$ cat config.mk
export PLATFORM = sky130hd
export DESIGN_NAME = biphase_frame_sync_decoder
export DESIGN_NICKNAME = d
export VERILOG_FILES = /design/src/rtl/bfsd_pkg.sv /design/src/rtl/bfsd_front.sv /design/src/rtl/bfsd_fifo.sv /design/src/rtl/bfsd_back.sv /design/src/rtl/biphase_frame_sync_decoder.sv
export SDC_FILE = /design/constraint.sdc
export NUM_CORES = 1
export LEC_CHECK = 0
export BUFFER_PORTS_ARGS = -buffer_cell sky130_fd_sc_hd__buf_2
export CORE_ASPECT_RATIO = 0.9
export CORE_MARGIN = 8
export CORE_UTILIZATION = 54
export DETAILED_ROUTE_END_ITERATION = 8
export PLACE_DENSITY = 0.81
export SETUP_SLACK_MARGIN = 0.15
export SKIP_LAST_GASP = 1
export SYNTH_ARGS = -nofsm -noshare
export SYNTH_HDL_FRONTEND = slang
export SYNTH_SLANG_ARGS = --single-unit
$ cat constraint.sdc
create_clock -name clk -period 4 [get_ports clk]
set_input_delay 0.6 -clock clk [delete_from_list [all_inputs] [get_ports clk]]
set_output_delay 0.6 -clock clk [all_outputs]
set_load 0.005 [all_outputs]
$ cat src/rtl/bfsd_pkg.sv
package bfsd_pkg;

  // Command classes passed from the front part to the back part
  typedef enum logic [1:0] {
    CMD_OPEN  = 2'd0,
    CMD_BIT   = 2'd1,
    CMD_FLUSH = 2'd2
  } cmd_kind_t;

  typedef struct packed {
    cmd_kind_t   kind;
    logic        bit_val;    // inverted-corrected raw bit (CMD_BIT)
    logic [10:0] raw_cnt;    // raw bits taken into the frame before this one
  } cmd_t;

  // Most bytes a single gap flush may emit
  localparam int unsigned MAX_FLUSH_BYTES = 17;

  // Width of the output byte-index field
  localparam int unsigned IDX_W = 6;

  // Register indexes (byte address = 4 * index)
  localparam logic [1:0] REG_SYNC   = 2'd0;
  localparam logic [1:0] REG_INVERT = 2'd1;
  localparam logic [1:0] REG_FLUSH  = 2'd2;

  // Input beat kinds (in_tuser)
  localparam logic FUNC_BIT = 1'b0;
  localparam logic FUNC_GAP = 1'b1;

endpackage

$ cat src/rtl/bfsd_front.sv
module bfsd_front import bfsd_pkg::*; #(
  parameter int unsigned FRAME_LEN = 48,
  parameter int unsigned SYNC_BITS = 32
) (
  input  logic        clk,
  input  logic        rst_n,
  input  logic        beat_valid,
  output logic        beat_ready,
  input  logic        func,
  input  logic        raw_bit,
  input  logic [31:0] sync_pattern,
  input  logic        invert_bits,
  input  logic [10:0] flush_threshold,
  output logic        cmd_valid,
  input  logic        cmd_ready,
  output cmd_t        cmd
);

  localparam logic [10:0] RAW_LAST = 11'(FRAME_LEN * 16 - 1);
  localparam logic [10:0] FLUSH_FLOOR =
    11'((FRAME_LEN > MAX_FLUSH_BYTES) ? ((FRAME_LEN - MAX_FLUSH_BYTES) * 16) : 0);

  logic [SYNC_BITS-1:0] sync_r, sync_nxt;
  logic                 open_r, open_nxt;
  logic [10:0]          cnt_r, cnt_nxt;
  logic                 bit_c;
  logic                 take;
  logic [SYNC_BITS-1:0] want;

  assign beat_ready = cmd_ready;
  assign take       = beat_valid & beat_ready;
  assign bit_c      = raw_bit ^ invert_bits;
  assign want       = sync_pattern[SYNC_BITS-1:0];

  always_comb begin
    sync_nxt        = sync_r;
    open_nxt        = open_r;
    cnt_nxt         = cnt_r;
    cmd_valid       = 1'b0;
    cmd.kind        = CMD_BIT;
    cmd.bit_val     = bit_c;
    cmd.raw_cnt     = cnt_r;
    if (take) begin
      if (func == FUNC_GAP) begin
        // gap: flush only a frame far enough along
        if (open_r && (cnt_r > flush_threshold) && (cnt_r >= FLUSH_FLOOR)) begin
          cmd_valid = 1'b1;
          cmd.kind  = CMD_FLUSH;
          open_nxt  = 1'b0;
          cnt_nxt   = '0;
        end
      end else begin
        sync_nxt = {sync_r[SYNC_BITS-2:0], bit_c};
        if (!open_r) begin
          if ((sync_nxt == want) || (sync_nxt == ~want)) begin
            cmd_valid = 1'b1;
            cmd.kind  = CMD_OPEN;
            open_nxt  = 1'b1;
            cnt_nxt   = '0;
          end
        end else begin
          cmd_valid = 1'b1;
          cmd.kind  = CMD_BIT;
          if (cnt_r == RAW_LAST) begin
            open_nxt = 1'b0;
            cnt_nxt  = '0;
          end else begin
            cnt_nxt = cnt_r + 11'd1;
          end
        end
      end
    end
  end

  always_ff @(posedge clk) begin
    if (!rst_n) begin
      sync_r <= '0;
      open_r <= 1'b0;
      cnt_r  <= '0;
    end else begin
      sync_r <= sync_nxt;
      open_r <= open_nxt;
      cnt_r  <= cnt_nxt;
    end
  end

endmodule

$ cat src/rtl/bfsd_fifo.sv
module bfsd_fifo import bfsd_pkg::*; #(
  parameter int unsigned DEPTH = 4
) (
  input  logic clk,
  input  logic rst_n,
  input  logic wr_valid,
  output logic wr_ready,
  input  cmd_t wr_data,
  output logic rd_valid,
  input  logic rd_ready,
  output cmd_t rd_data
);

  localparam int unsigned PTR_W = (DEPTH > 1) ? $clog2(DEPTH) : 1;
  localparam int unsigned CNT_W = $clog2(DEPTH + 1);
  localparam logic [PTR_W-1:0] PTR_LAST = PTR_W'(DEPTH - 1);
  localparam logic [CNT_W-1:0] CNT_FULL = CNT_W'(DEPTH);

  cmd_t             mem_r [DEPTH];
  logic [PTR_W-1:0] wp_r, rp_r;
  logic [CNT_W-1:0] cnt_r;
  logic             push, pop;

  assign wr_ready = (cnt_r != CNT_FULL);
  assign rd_valid = (cnt_r != '0);
  assign rd_data  = mem_r[rp_r];
  assign push     = wr_valid & wr_ready;
  assign pop      = rd_valid & rd_ready;

  always_ff @(posedge clk) begin
    if (push) begin
      mem_r[wp_r] <= wr_data;
    end
  end

  always_ff @(posedge clk) begin
    if (!rst_n) begin
      wp_r  <= '0;
      rp_r  <= '0;
      cnt_r <= '0;
    end else begin
      if (push) begin
        wp_r <= (wp_r == PTR_LAST) ? '0 : wp_r + PTR_W'(1);
      end
      if (pop) begin
        rp_r <= (rp_r == PTR_LAST) ? '0 : rp_r + PTR_W'(1);
      end
      if (push && !pop) begin
        cnt_r <= cnt_r + CNT_W'(1);
      end else if (pop && !push) begin
        cnt_r <= cnt_r - CNT_W'(1);
      end
    end
  end

endmodule

$ cat src/rtl/bfsd_back.sv
module bfsd_back import bfsd_pkg::*; #(
  parameter int unsigned FRAME_LEN = 48,
  parameter int unsigned CHECK_POS = 45
) (
  input  logic             clk,
  input  logic             rst_n,
  input  logic             cmd_valid,
  output logic             cmd_ready,
  input  cmd_t             cmd,
  output logic             out_valid,
  input  logic             out_ready,
  output logic [IDX_W-1:0] out_idx,
  output logic [7:0]       out_val,
  output logic             out_last,
  output logic             out_ok
);

  localparam logic [IDX_W-1:0] LAST_IDX = IDX_W'(FRAME_LEN - 1);
  localparam logic [IDX_W-1:0] CHK_HI   = IDX_W'(CHECK_POS);
  localparam logic [IDX_W-1:0] CHK_LO   = IDX_W'(CHECK_POS + 1);

  typedef enum logic {ST_RUN, ST_FLUSH} state_t;

  // Linear 16-bit frame checksum, one byte per call
  function automatic logic [15:0] check_update(input logic [15:0] c, input logic [7:0] b);
    logic [7:0] br;
    logic [7:0] t;
    logic [7:0] s;
    br = {b[0], b[7:1]};
    br = br ^ (br >> 2);
    t  = {c[1] ^ c[3] ^ c[5], c[0] ^ c[2] ^ c[4], c[5:0]};
    s  = c[14:7];
    s  = s ^ (s >> 2);
    return {c[7:0], br ^ t ^ s};
  endfunction

  state_t           state_r, state_nxt;
  logic             pend_r, pend_nxt;
  logic [7:0]       bsh_r, bsh_nxt;
  logic [15:0]      rchk_r, rchk_nxt;
  logic [15:0]      xchk_r, xchk_nxt;
  logic [IDX_W-1:0] fl_idx_r, fl_idx_nxt;
  logic             ov_r, ov_nxt;
  logic [IDX_W-1:0] oidx_r, oidx_nxt;
  logic [7:0]       oval_r, oval_nxt;
  logic             olast_r, olast_nxt;
  logic             ook_r, ook_nxt;

  logic             can_emit;
  logic             emit;
  logic [IDX_W-1:0] e_idx;
  logic [7:0]       e_val;
  logic [IDX_W-1:0] c_idx;
  logic [2:0]       pairs;
  logic [8:0]       fl_odd;
  logic [7:0]       fl_even;
  logic [7:0]       fl_val;

  assign can_emit  = !ov_r || out_ready;
  assign cmd_ready = (state_r == ST_RUN) && can_emit;
  assign c_idx     = cmd.raw_cnt[9:4];

  // First byte of a flush: finish the open pair with a zero, pad with zeros
  assign pairs   = cmd.raw_cnt[3:1];
  assign fl_odd  = {bsh_r, pend_r} << (3'd7 - pairs);
  assign fl_even = bsh_r << (4'd8 - {1'b0, pairs});
  assign fl_val  = cmd.raw_cnt[0] ? fl_odd[7:0] : fl_even;

  always_comb begin
    state_nxt  = state_r;
    pend_nxt   = pend_r;
    bsh_nxt    = bsh_r;
    fl_idx_nxt = fl_idx_r;
    rchk_nxt   = rchk_r;
    xchk_nxt   = xchk_r;
    emit       = 1'b0;
    e_idx      = c_idx;
    e_val      = bsh_r;

    unique case (state_r)
      ST_RUN: begin
        if (cmd_valid && cmd_ready) begin
          unique case (cmd.kind)
            CMD_OPEN: begin
              pend_nxt = 1'b0;
              bsh_nxt  = '0;
              rchk_nxt = '0;
              xchk_nxt = '0;
            end
            CMD_BIT: begin
              if (!cmd.raw_cnt[0]) begin
                pend_nxt = cmd.bit_val;
              end else begin
                bsh_nxt = {bsh_r[6:0], pend_r ^ cmd.bit_val};
                if (cmd.raw_cnt[3:0] == 4'hF) begin
                  emit  = 1'b1;
                  e_val = bsh_nxt;
                end
              end
            end
            CMD_FLUSH: begin
              emit     = 1'b1;
              e_val    = fl_val;
              pend_nxt = 1'b0;
              bsh_nxt  = fl_val;
              if (c_idx != LAST_IDX) begin
                state_nxt  = ST_FLUSH;
                fl_idx_nxt = c_idx + IDX_W'(1);
              end
            end
            default: begin
            end
          endcase
        end
      end
      ST_FLUSH: begin
        if (can_emit) begin
          emit       = 1'b1;
          e_idx      = fl_idx_r;
          e_val      = '0;
          bsh_nxt    = '0;
          fl_idx_nxt = fl_idx_r + IDX_W'(1);
          if (fl_idx_r == LAST_IDX) begin
            state_nxt = ST_RUN;
          end
        end
      end
      default: begin
        state_nxt = ST_RUN;
      end
    endcase

    if (emit) begin
      if (e_idx < CHK_HI) begin
        rchk_nxt = check_update(rchk_r, e_val);
      end
      if (e_idx == CHK_HI) begin
        xchk_nxt = {e_val, xchk_r[7:0]};
      end
      if (e_idx == CHK_LO) begin
        xchk_nxt = {xchk_r[15:8], e_val};
      end
    end
  end

  always_comb begin
    ov_nxt    = ov_r;
    oidx_nxt  = oidx_r;
    oval_nxt  = oval_r;
    olast_nxt = olast_r;
    ook_nxt   = ook_r;
    if (out_ready) begin
      ov_nxt = 1'b0;
    end
    if (emit) begin
      ov_nxt    = 1'b1;
      oidx_nxt  = e_idx;
      oval_nxt  = e_val;
      olast_nxt = (e_idx == LAST_IDX);
      ook_nxt   = (e_idx == LAST_IDX) && (rchk_nxt == xchk_nxt);
    end
  end

  always_ff @(posedge clk) begin
    if (!rst_n) begin
      state_r  <= ST_RUN;
      ov_r     <= 1'b0;
      pend_r   <= 1'b0;
      bsh_r    <= '0;
      rchk_r   <= '0;
      xchk_r   <= '0;
      fl_idx_r <= '0;
    end else begin
      state_r  <= state_nxt;
      ov_r     <= ov_nxt;
      pend_r   <= pend_nxt;
      bsh_r    <= bsh_nxt;
      rchk_r   <= rchk_nxt;
      xchk_r   <= xchk_nxt;
      fl_idx_r <= fl_idx_nxt;
    end
    oidx_r  <= oidx_nxt;
    oval_r  <= oval_nxt;
    olast_r <= olast_nxt;
    ook_r   <= ook_nxt;
  end

  assign out_valid = ov_r;
  assign out_idx   = oidx_r;
  assign out_val   = oval_r;
  assign out_last  = olast_r;
  assign out_ok    = ook_r;

endmodule

$ cat src/rtl/biphase_frame_sync_decoder.sv
// Channel  | Dir | Ports                         | Beat contents
// in_      | in  | tvalid tready tdata tuser     | tdata[0] raw_bit; tuser func (1 = gap)
// out_     | out | tvalid tready tdata tlast tuser | tdata byte_index, byte_value;
//          |     |                               | tlast last; tuser checksum_ok
// cfg_     | in  | APB psel penable pwrite ...   | 0x0 sync_pattern, 0x4 invert_bits,
//          |     |                               | 0x8 flush_threshold
//
// One input beat per cycle while the queue has room. The back part retires one
// queued command per cycle while its output can take a beat; a gap flush holds
// it for its remaining bytes (up to 17), one beat per cycle while out_tready is high.
// Reset is synchronous, active low; no clearing pass, ready the cycle after.
// Output stalls back up through the QUEUE_DEPTH-entry command queue to in_tready.
module biphase_frame_sync_decoder import bfsd_pkg::*; #(
  parameter int unsigned FRAME_LEN   = 48,
  parameter int unsigned SYNC_BITS   = 32,
  parameter int unsigned CHECK_POS   = 45,
  parameter int unsigned QUEUE_DEPTH = 4
) (
  input  logic        clk,
  input  logic        rst_n,
  // input stream
  input  logic        in_tvalid,
  output logic        in_tready,
  input  logic [7:0]  in_tdata,     // [0] raw_bit, [7:1] zero
  input  logic        in_tuser,     // [0] func
  // result stream
  output logic        out_tvalid,
  input  logic        out_tready,
  output logic [15:0] out_tdata,    // [5:0] byte_index, [13:6] byte_value, [15:14] zero
  output logic        out_tlast,
  output logic        out_tuser,    // [0] checksum_ok
  // config port
  input  logic        cfg_psel,
  input  logic        cfg_penable,
  input  logic        cfg_pwrite,
  input  logic [3:0]  cfg_paddr,
  input  logic [31:0] cfg_pwdata,
  output logic [31:0] cfg_prdata,
  output logic        cfg_pready
);

  // register index = paddr[3:2]

  logic [31:0]      sync_pattern_r;
  logic             invert_bits_r;
  logic [10:0]      flush_thr_r;
  logic             cfg_wr;

  cmd_t             f_cmd, q_cmd;
  logic             f_valid, f_ready;
  logic             q_valid, q_ready;
  logic [IDX_W-1:0] o_idx;
  logic [7:0]       o_val;

  assign cfg_pready = 1'b1;
  assign cfg_wr     = cfg_psel & cfg_penable & cfg_pwrite & cfg_pready;

  always_ff @(posedge clk) begin
    if (!rst_n) begin
      sync_pattern_r <= 32'hCCCC_A64C;
      invert_bits_r  <= 1'b0;
      flush_thr_r    <= 11'd496;
    end else if (cfg_wr) begin
      unique case (cfg_paddr[3:2])
        REG_SYNC:   sync_pattern_r <= cfg_pwdata;
        REG_INVERT: invert_bits_r  <= cfg_pwdata[0];
        REG_FLUSH:  flush_thr_r    <= cfg_pwdata[10:0];
        default: begin
        end
      endcase
    end
  end

  always_comb begin
    unique case (cfg_paddr[3:2])
      REG_SYNC:   cfg_prdata = sync_pattern_r;
      REG_INVERT: cfg_prdata = {31'd0, invert_bits_r};
      REG_FLUSH:  cfg_prdata = {21'd0, flush_thr_r};
      default:    cfg_prdata = '0;
    endcase
  end

  // Front: bit inversion, sync hunt, frame bookkeeping, command classification
  bfsd_front #(
    .FRAME_LEN (FRAME_LEN),
    .SYNC_BITS (SYNC_BITS)
  ) u_front (
    .clk             (clk),
    .rst_n           (rst_n),
    .beat_valid      (in_tvalid),
    .beat_ready      (in_tready),
    .func            (in_tuser),
    .raw_bit         (in_tdata[0]),
    .sync_pattern    (sync_pattern_r),
    .invert_bits     (invert_bits_r),
    .flush_threshold (flush_thr_r),
    .cmd_valid       (f_valid),
    .cmd_ready       (f_ready),
    .cmd             (f_cmd)
  );

  // Command queue decouples front from byte assembly and output stalls
  bfsd_fifo #(
    .DEPTH (QUEUE_DEPTH)
  ) u_fifo (
    .clk      (clk),
    .rst_n    (rst_n),
    .wr_valid (f_valid),
    .wr_ready (f_ready),
    .wr_data  (f_cmd),
    .rd_valid (q_valid),
    .rd_ready (q_ready),
    .rd_data  (q_cmd)
  );

  // Back: biphase-M pair decode, byte packing, checksum, flush sequencing
  bfsd_back #(
    .FRAME_LEN (FRAME_LEN),
    .CHECK_POS (CHECK_POS)
  ) u_back (
    .clk       (clk),
    .rst_n     (rst_n),
    .cmd_valid (q_valid),
    .cmd_ready (q_ready),
    .cmd       (q_cmd),
    .out_valid (out_tvalid),
    .out_ready (out_tready),
    .out_idx   (o_idx),
    .out_val   (o_val),
    .out_last  (out_tlast),
    .out_ok    (out_tuser)
  );

  assign out_tdata = {2'b00, o_val, o_idx};

endmodule

==> results of run 1 <==
-- power breakdown --
group / switching (mW) / leakage [nW] / internal (mW)
Clock: 0.907 / 0.375 / 1.27
Sequential: 0.117 / 1.71 / 2.42
Combinational: 1.08 / 3.22 / 0.810
Total: 2.11 / 5.30 / 4.50
-- worst max-delay path: stages (launching register included) --
cell and delay, ns:
dfxtp_4 0.41, mux4_2 0.58, inv_4 0.10, ha_4 0.23
mux4_2 0.31, mux2_4 0.30, a311oi_2 0.18, a21bo_2 0.29
buf_6 0.14, xor2_2 0.14, xnor3_1 0.24, mux2i_2 0.26
a21o_1 0.14, nand4_1 0.08, nor4_2 0.26
-- cell type report --
class,instances,area [µm²],share of cell area (%)
clock buffer,30,633,4.70
clock inverter,14,158,1.17
inverter,39,158,1.17
multi-input combinational,907,6140,45.6
sequential,213,4950,36.8
tap,286,358,2.66
timing repair buffer,170,1070,7.96
-- registers in the layout, indices dropped and copies added (netlist names), 11 cells and up, named ones only --
name / flops
sync_pattern_r: 32
flush_thr_r: 11
u_back.xchk_r: 16
u_fifo.mem_r: 52
u_back.rchk_r: 16
u_front.cnt_r: 11
u_front.sync_r: 31
-- path summary, 6_finish.rpt --
path / startpoint / to / slack [ns] / depth (start not counted)
max reg2reg: flop / u_back.out_ok$_DFFE_PP_ / 0.18 / 14
max: flop / u_back.out_ok$_DFFE_PP_ / 0.18 / 14
min reg2reg: u_front.sync_r[30]$_SDFFE_PN0P_ / u_front.sync_r[30]$_SDFFE_PN0P_ / 0.48 / 2
min: cfg_pwdata[26] / sync_pattern_r[26]$_SDFFE_PN1P_ / 0.27 / 3
-- cells by family after synthesis --
family	count (synthesis)	synth area share, %
simple gates	505	21.7
fa+ha+maj	26	2.91
buf+inv	115	4.16
compound gates	238	14.6
xor+xnor	72	5.88
mux	63	7.34
other cells	2	0.0657
flops	213	43.3
-- placed cells by master (no fill, tap or decap), types with 39 or more instances in the layout --
master | synthesis | layout
xor2_1 | 43 | 41
buf_2 | 8 | 91
buf_4 | 3 | 75
nand2_1 | 217 | 215
mux2i_1 | 40 | 39
a21boi_0 | 69 | 69
and2_1 | 51 | 50
dfxtp_1 | 145 | 143
edfxtp_1 | 68 | 68
nor2_1 | 54 | 53
nand3_1 | 43 | 43
-- stage by stage --
stage	setup TNS [ns]	hold slack (ns)
after global placement	0	0.463
final	0	0.274
after floorplan	0	0.455
after CTS	0	0.260
after detailed placement	-0.0273	0.475
after global routing	-0.0236	0.263
-- timing repair --
item,4_1_cts,5_1_grt
pin swaps,1,6
buffers inserted,0,11
gates resized for setup,6,18
setup endpoints to repair,1,1
hold buffers,0,0
-- routing by layer --
metal,global-route usage (%),routed length (µm)
met1,28.4,12700
met2,35.1,13500
met3,2.71,1560
met4,6.44,743
met5,0,0
==> impl_metrics.ini, run 1 <==
[sta]
relSlewSlack_pct = 24.7
setup_viol = 0
rsz0062_at_grt = yes
post-route-period-util_pct = 95.6
fin_crit_ns = 3.82
worst_slew_pin_slew_ns = 1.13
clock.fmax_mhz = 261
fin_ws_ns = 0.176
final_max_slew_viol_count = 0
clock_skew_ns = 0.0194
finalHoldViolations = 0

[final_layout]
nNetsFinal = 1433
stdcell_area_um2 = 13500
n_antenna_cell = 0
drive_gt1_share_pct = 19.6
fill_cells = 1656
fin_util_pct = 64.8
final_cell_count_no_fill = 1659
area_growth_pct = 17.8

[logic_synthesis]
netlist_top_cells_area = dfxtp_1 (25%), edfxtp_1 (18%), nand2_1 (7.1%)
synth_seq_area_share_pct = 43.3
syn-cell-area_um2 = 11400
synth_area_per_cell_um2 = 9.26
ys_warn_count = 0
synth_edf_count = 68
async_reset_ff_share_pct = 0
synth_top_area_share_pct = 25.4
syn_inst = 1234
synth_top_area_cell = dfxtp_1
synth_flop_cell = dfxtp_1
ys_ff_latch = 213
ys_top_cells_by_count = nand2_1 (217), dfxtp_1 (145), a21boi_0 (69)
yosys.cell_types.count = 75
synth.most_common_cell = nand2_1

[drt]
totalWireLength_um = 28500
detail_route.first_pass.iterations = 5
routed-via-count = 9558
drtAntennaViolNets = 0
route.detailed.drc = 0
wl_per_cell_um = 17.2
drt_iter0_drc = 839
via_per_inst = 5.76

[outcome]
status = finished, final reports clean

[worst_setup_path]
critPathArrivalTime_ns = 4.18
end_kind = flop
worst_ep_required_time_ns = 4.36
cp_max_fo = 7
startpoint_type = flop
critPathKind = reg -> reg

[placed_design]
place.gp.congestion = 0.952
io_buffer_count = 92
placed_cell_area_um2 = 12500
place_hpwl_um = 20000
numPlacedInstances = 1604
dpl_worst_slack_ns = -0.0273

[grt]
grt_max_degree = 81
grt_usage_pct = 21.2
first_global_vias = 9351
antenna_found_initial = 0
grt_pass1_wl_um = 46400
grt_overflow_total = 0

[clocking]
cts_tree = yes
insertion_delay_ns = 0.53
cts_buffers = 24
cts_buffer_depth = 3
root_buffer = clkbuf_16
clkTransAtPathRegs_ns = 0.06
htreeDepth = 1
clock_sinks = 213

[power]
p_leak_nw = 5.30
power_mw = 6.61
p_per_area_nw_per_um2 = 491
max-vdd-ir-drop_mv = 0.314

[floorplan]
ios = 105
initial_core_util_pct = 55.0
die_height_um = 154
die_w_um = 169
dieArea_um2 = 26100
rows = 50
core_area_um2 = 20800

[run]
maxCapViolCount = 0

[hold_path]
hold_class = in -> reg
Note: power is estimated with default switching activity, not from simulation.
==> run 2: changes to the inputs <==
- ABC_AREA: default -> 1
- GPL_ROUTABILITY_DRIVEN: default -> 0
==> run 2 against run 1 <==
Global-route usage is 0.18 points higher; area after synthesis is 0.12% lower; sequential share of layout area is 1.7 points higher; core utilization is 2.9 points lower; hold slack better by 0.031 ns; largest cell class unchanged; fmax is 7.8% higher; critical path depth is 7 higher.
==> impl_metrics.ini, run 2 <==
[outcome]
status = finished, final reports clean

[drt]
wl_per_cell_um = 14.9
via_per_inst = 5.46
detail_route.first_pass.iterations = 6
drtAntennaViolNets = 0
route.detailed.drc = 0
drt_iter0_drc = 858
totalWireLength_um = 28500
routed-via-count = 10464

[worst_setup_path]
crit_top_cell = nand2_1
slowest_delay_ns = 0.33
critPathKind = reg -> reg
r2r_end = u_back.out_ok$_DFFE_PP_
cpMaxStageDelayCell = a32oi_1
crit_path_cell_trace = buf_6 -> inv_6 -> nand2_1 -> a32oi_1 -> inv_1 -> ha_1 -> nand2_1 -> inv_2 -> nand2_1 -> nand2_4 -> nand3_4 -> inv_4 -> nor2_1 -> a21oi_2 -> nand3b_1 -> nand2_1 -> nor2_1 -> nand2_1 -> nor2_1 -> nand2_1 -> nor2_2
reg2reg_depth = 21
worst_ep_required_time_ns = 4.38
end_kind = flop
startpoint_type = flop
cp_top_family = simple AND/OR/NAND/NOR gates
cp_max_fo = 27
r2r_setup_slack_ns = 0.45
critPathArrivalTime_ns = 3.92
path_buf_inv = 5

[hold_path]
hold_start = cfg_pwdata[31]
hold_class = in -> reg
whs_path_depth = 3
hold_end = sync_pattern_r[31]$_SDFFE_PN1P_

[logic_synthesis]
syn_inst = 1536
synth_top_area_share_pct = 25.4
netlist_top_cells_area = dfxtp_1 (25%), edfxtp_1 (18%), nand2_1 (12%)
synth.most_common_cell = nand2_1
ys_ff_latch = 213
synth_area_per_cell_um2 = 7.43
ys_top_cells_by_count = nand2_1 (360), nor2_1 (175), dfxtp_1 (145), nand3_1 (145), inv_1 (144)
syn-cell-area_um2 = 11400
synth_seq_area_share_pct = 43.3
ys_warn_count = 0
synth_flop_cell = dfxtp_1
yosys.cell_types.count = 48
async_reset_ff_share_pct = 0
synth_top_area_cell = dfxtp_1
synth_edf_count = 68

[power]
p_leak_nw = 5.74
power_mw = 7.48
max-vdd-ir-drop_mv = 0.366
p_per_area_nw_per_um2 = 581

[final_layout]
largestRegisters = u_fifo.mem_r x52, sync_pattern_r x32, u_front.sync_r x31
area_growth_pct = 12.7
nNetsFinal = 1692
stdcell_area_um2 = 12900
largest_reg_flops = 52
regMostFlops = u_fifo.mem_r
final_cell_count_no_fill = 1917
fin_util_pct = 61.9
layout.cells.most_common = nand2_1
n_antenna_cell = 0
mostFrequentLayoutCells = nand2_1 (360), nor2_1 (173), nand3_1 (145), dfxtp_1 (145), inv_1 (143)
drive_gt1_share_pct = 12.6

[grt]
grt_overflow_total = 0
grt.met3_usage_pct = 3.94
grt_use_met2_pct = 34.5
antenna_found_initial = 0
grt_usage_pct = 21.4
grt_pass1_wl_um = 47200
grt_max_degree = 88
grt_util_met1_pct = 28.3
grt.busiest_layer = met2
first_global_vias = 9899

[sta]
relSlewSlack_pct = 36.3
finalHoldViolations = 0
clock.fmax_mhz = 282
worst_slew_pin_slew_ns = 0.955
clock_skew_ns = 0.0117
post-route-period-util_pct = 88.6
fin_crit_ns = 3.55
tns_ns = 0
final_max_slew_viol_count = 0
rsz0062_at_grt = no
setup_viol = 0

[clocking]
clock_sinks = 213
clkTransAtPathRegs_ns = 0.07
holdBufCountCts = 0
insertion_delay_ns = 0.51
cts_buffers = 23
root_buffer = clkbuf_16
cts_tree = yes
htreeDepth = 1
cts_buffer_depth = 3

[placed_design]
placed_cell_area_um2 = 12100
place_hpwl_um = 20300
io_buffer_count = 92
numPlacedInstances = 1875

[floorplan]
initial_core_util_pct = 55.0
dieArea_um2 = 26100
ios = 105
core_area_um2 = 20800
die_w_um = 169
die_height_um = 154
rows = 50

[run]
maxCapViolCount = 0
-- run 2: cell count changes after synthesis, sizes merged, moves of 16 or more --
cell    previous run  this run
nand3             43       151
nand2            217       373
nor2              54       180
mux2i             40         0
inv               38       159
a21oi             37        85
o21ai             34       138
nor2b             28         0
and2              52         0
mux4              16         0
a21boi            69         0
clkbuf            60        40
-- run 2: final cells by class --
class                   count  area [µm²]
flip-flops and latches    213        4940
clock inverters            19         184
fillers                  1842        7900
multi-input cells        1103        5570
repair buffers            114         629
inverters                 159         604
well taps                 286         358
clock buffers              23         576
-- run 2: logic make-up after synthesis --
logic type | share of synthesized area [%]
adder cells (fa/ha/maj) | 2.91
XOR/XNOR | 4.53
AO/OA/AOI/OAI | 13.1
AND/OR/NAND/NOR | 28.0
flip-flops | 43.3
buffers and inverters | 8.06
other | 0.0658
-- run 2: through the flow --
step           worst slack [ns]  hold WS [ns]
2_1_floorplan             0.799         0.450
3_3_place_gp              0.264         0.477
3_5_place_dp              0.185         0.480
4_1_cts                   0.160         0.290
5_1_grt                   0.151         0.310
6_report                  0.454         0.305
-- run 2: layer usage --
metal,routed length (µm),vias up
met5,0,-
met4,788,0
met3,2320,70
met2,12700,439
met1,12700,4725
li1,-,5230
-- run 2: worst max path at each step --
stage	start	end	slack, ns	depth (start not counted)
after global placement	u_front.cnt_r[1]$_SDFFE_PN0P_	u_fifo.cnt_r[1]$_SDFFE_PN0P_	0.26	18
final	flop	u_back.out_ok$_DFFE_PP_	0.45	21
after detailed placement	u_front.cnt_r[1]$_SDFFE_PN0P_	u_fifo.cnt_r[1]$_SDFFE_PN0P_	0.18	18
after global routing	flop	u_back.out_ok$_DFFE_PP_	0.15	21
after CTS	u_front.cnt_r[1]$_SDFFE_PN0P_	u_fifo.cnt_r[1]$_SDFFE_PN0P_	0.16	18
after floorplan	u_front.cnt_r[0]$_SDFFE_PN0P_	u_fifo.cnt_r[2]$_SDFFE_PN0P_	0.80	17
-- run 2: worst register-to-register path, delay by kind of cell (launching register included) --
kind	cells	cell delay, ns
buffers and inverters	5	0.88
DFF	1	0.31
adders and majority gates	1	0.29
AOI/OAI and AO/OA	2	0.48
and+or+nand+nor	13	1.45
-- run 2: report_power, final --
group	switching [mW]	total, mW	internal (mW)	leakage [nW]
Sequential	0.160	2.64	2.48	1.86
Combinational	1.90	2.73	0.835	3.51
Clock	0.896	2.10	1.20	0.364
Total	2.95	7.48	4.52	5.74
-- run 2: timing repair --
| item | 4_1_cts | 5_1_grt |
|---|---|---|
| buffers inserted | 0 | 0 |
| gates resized for setup | 0 | 6 |
| endpoints found under the setup margin | 0 | 13 |
| endpoints found under the hold margin | 0 | 0 |
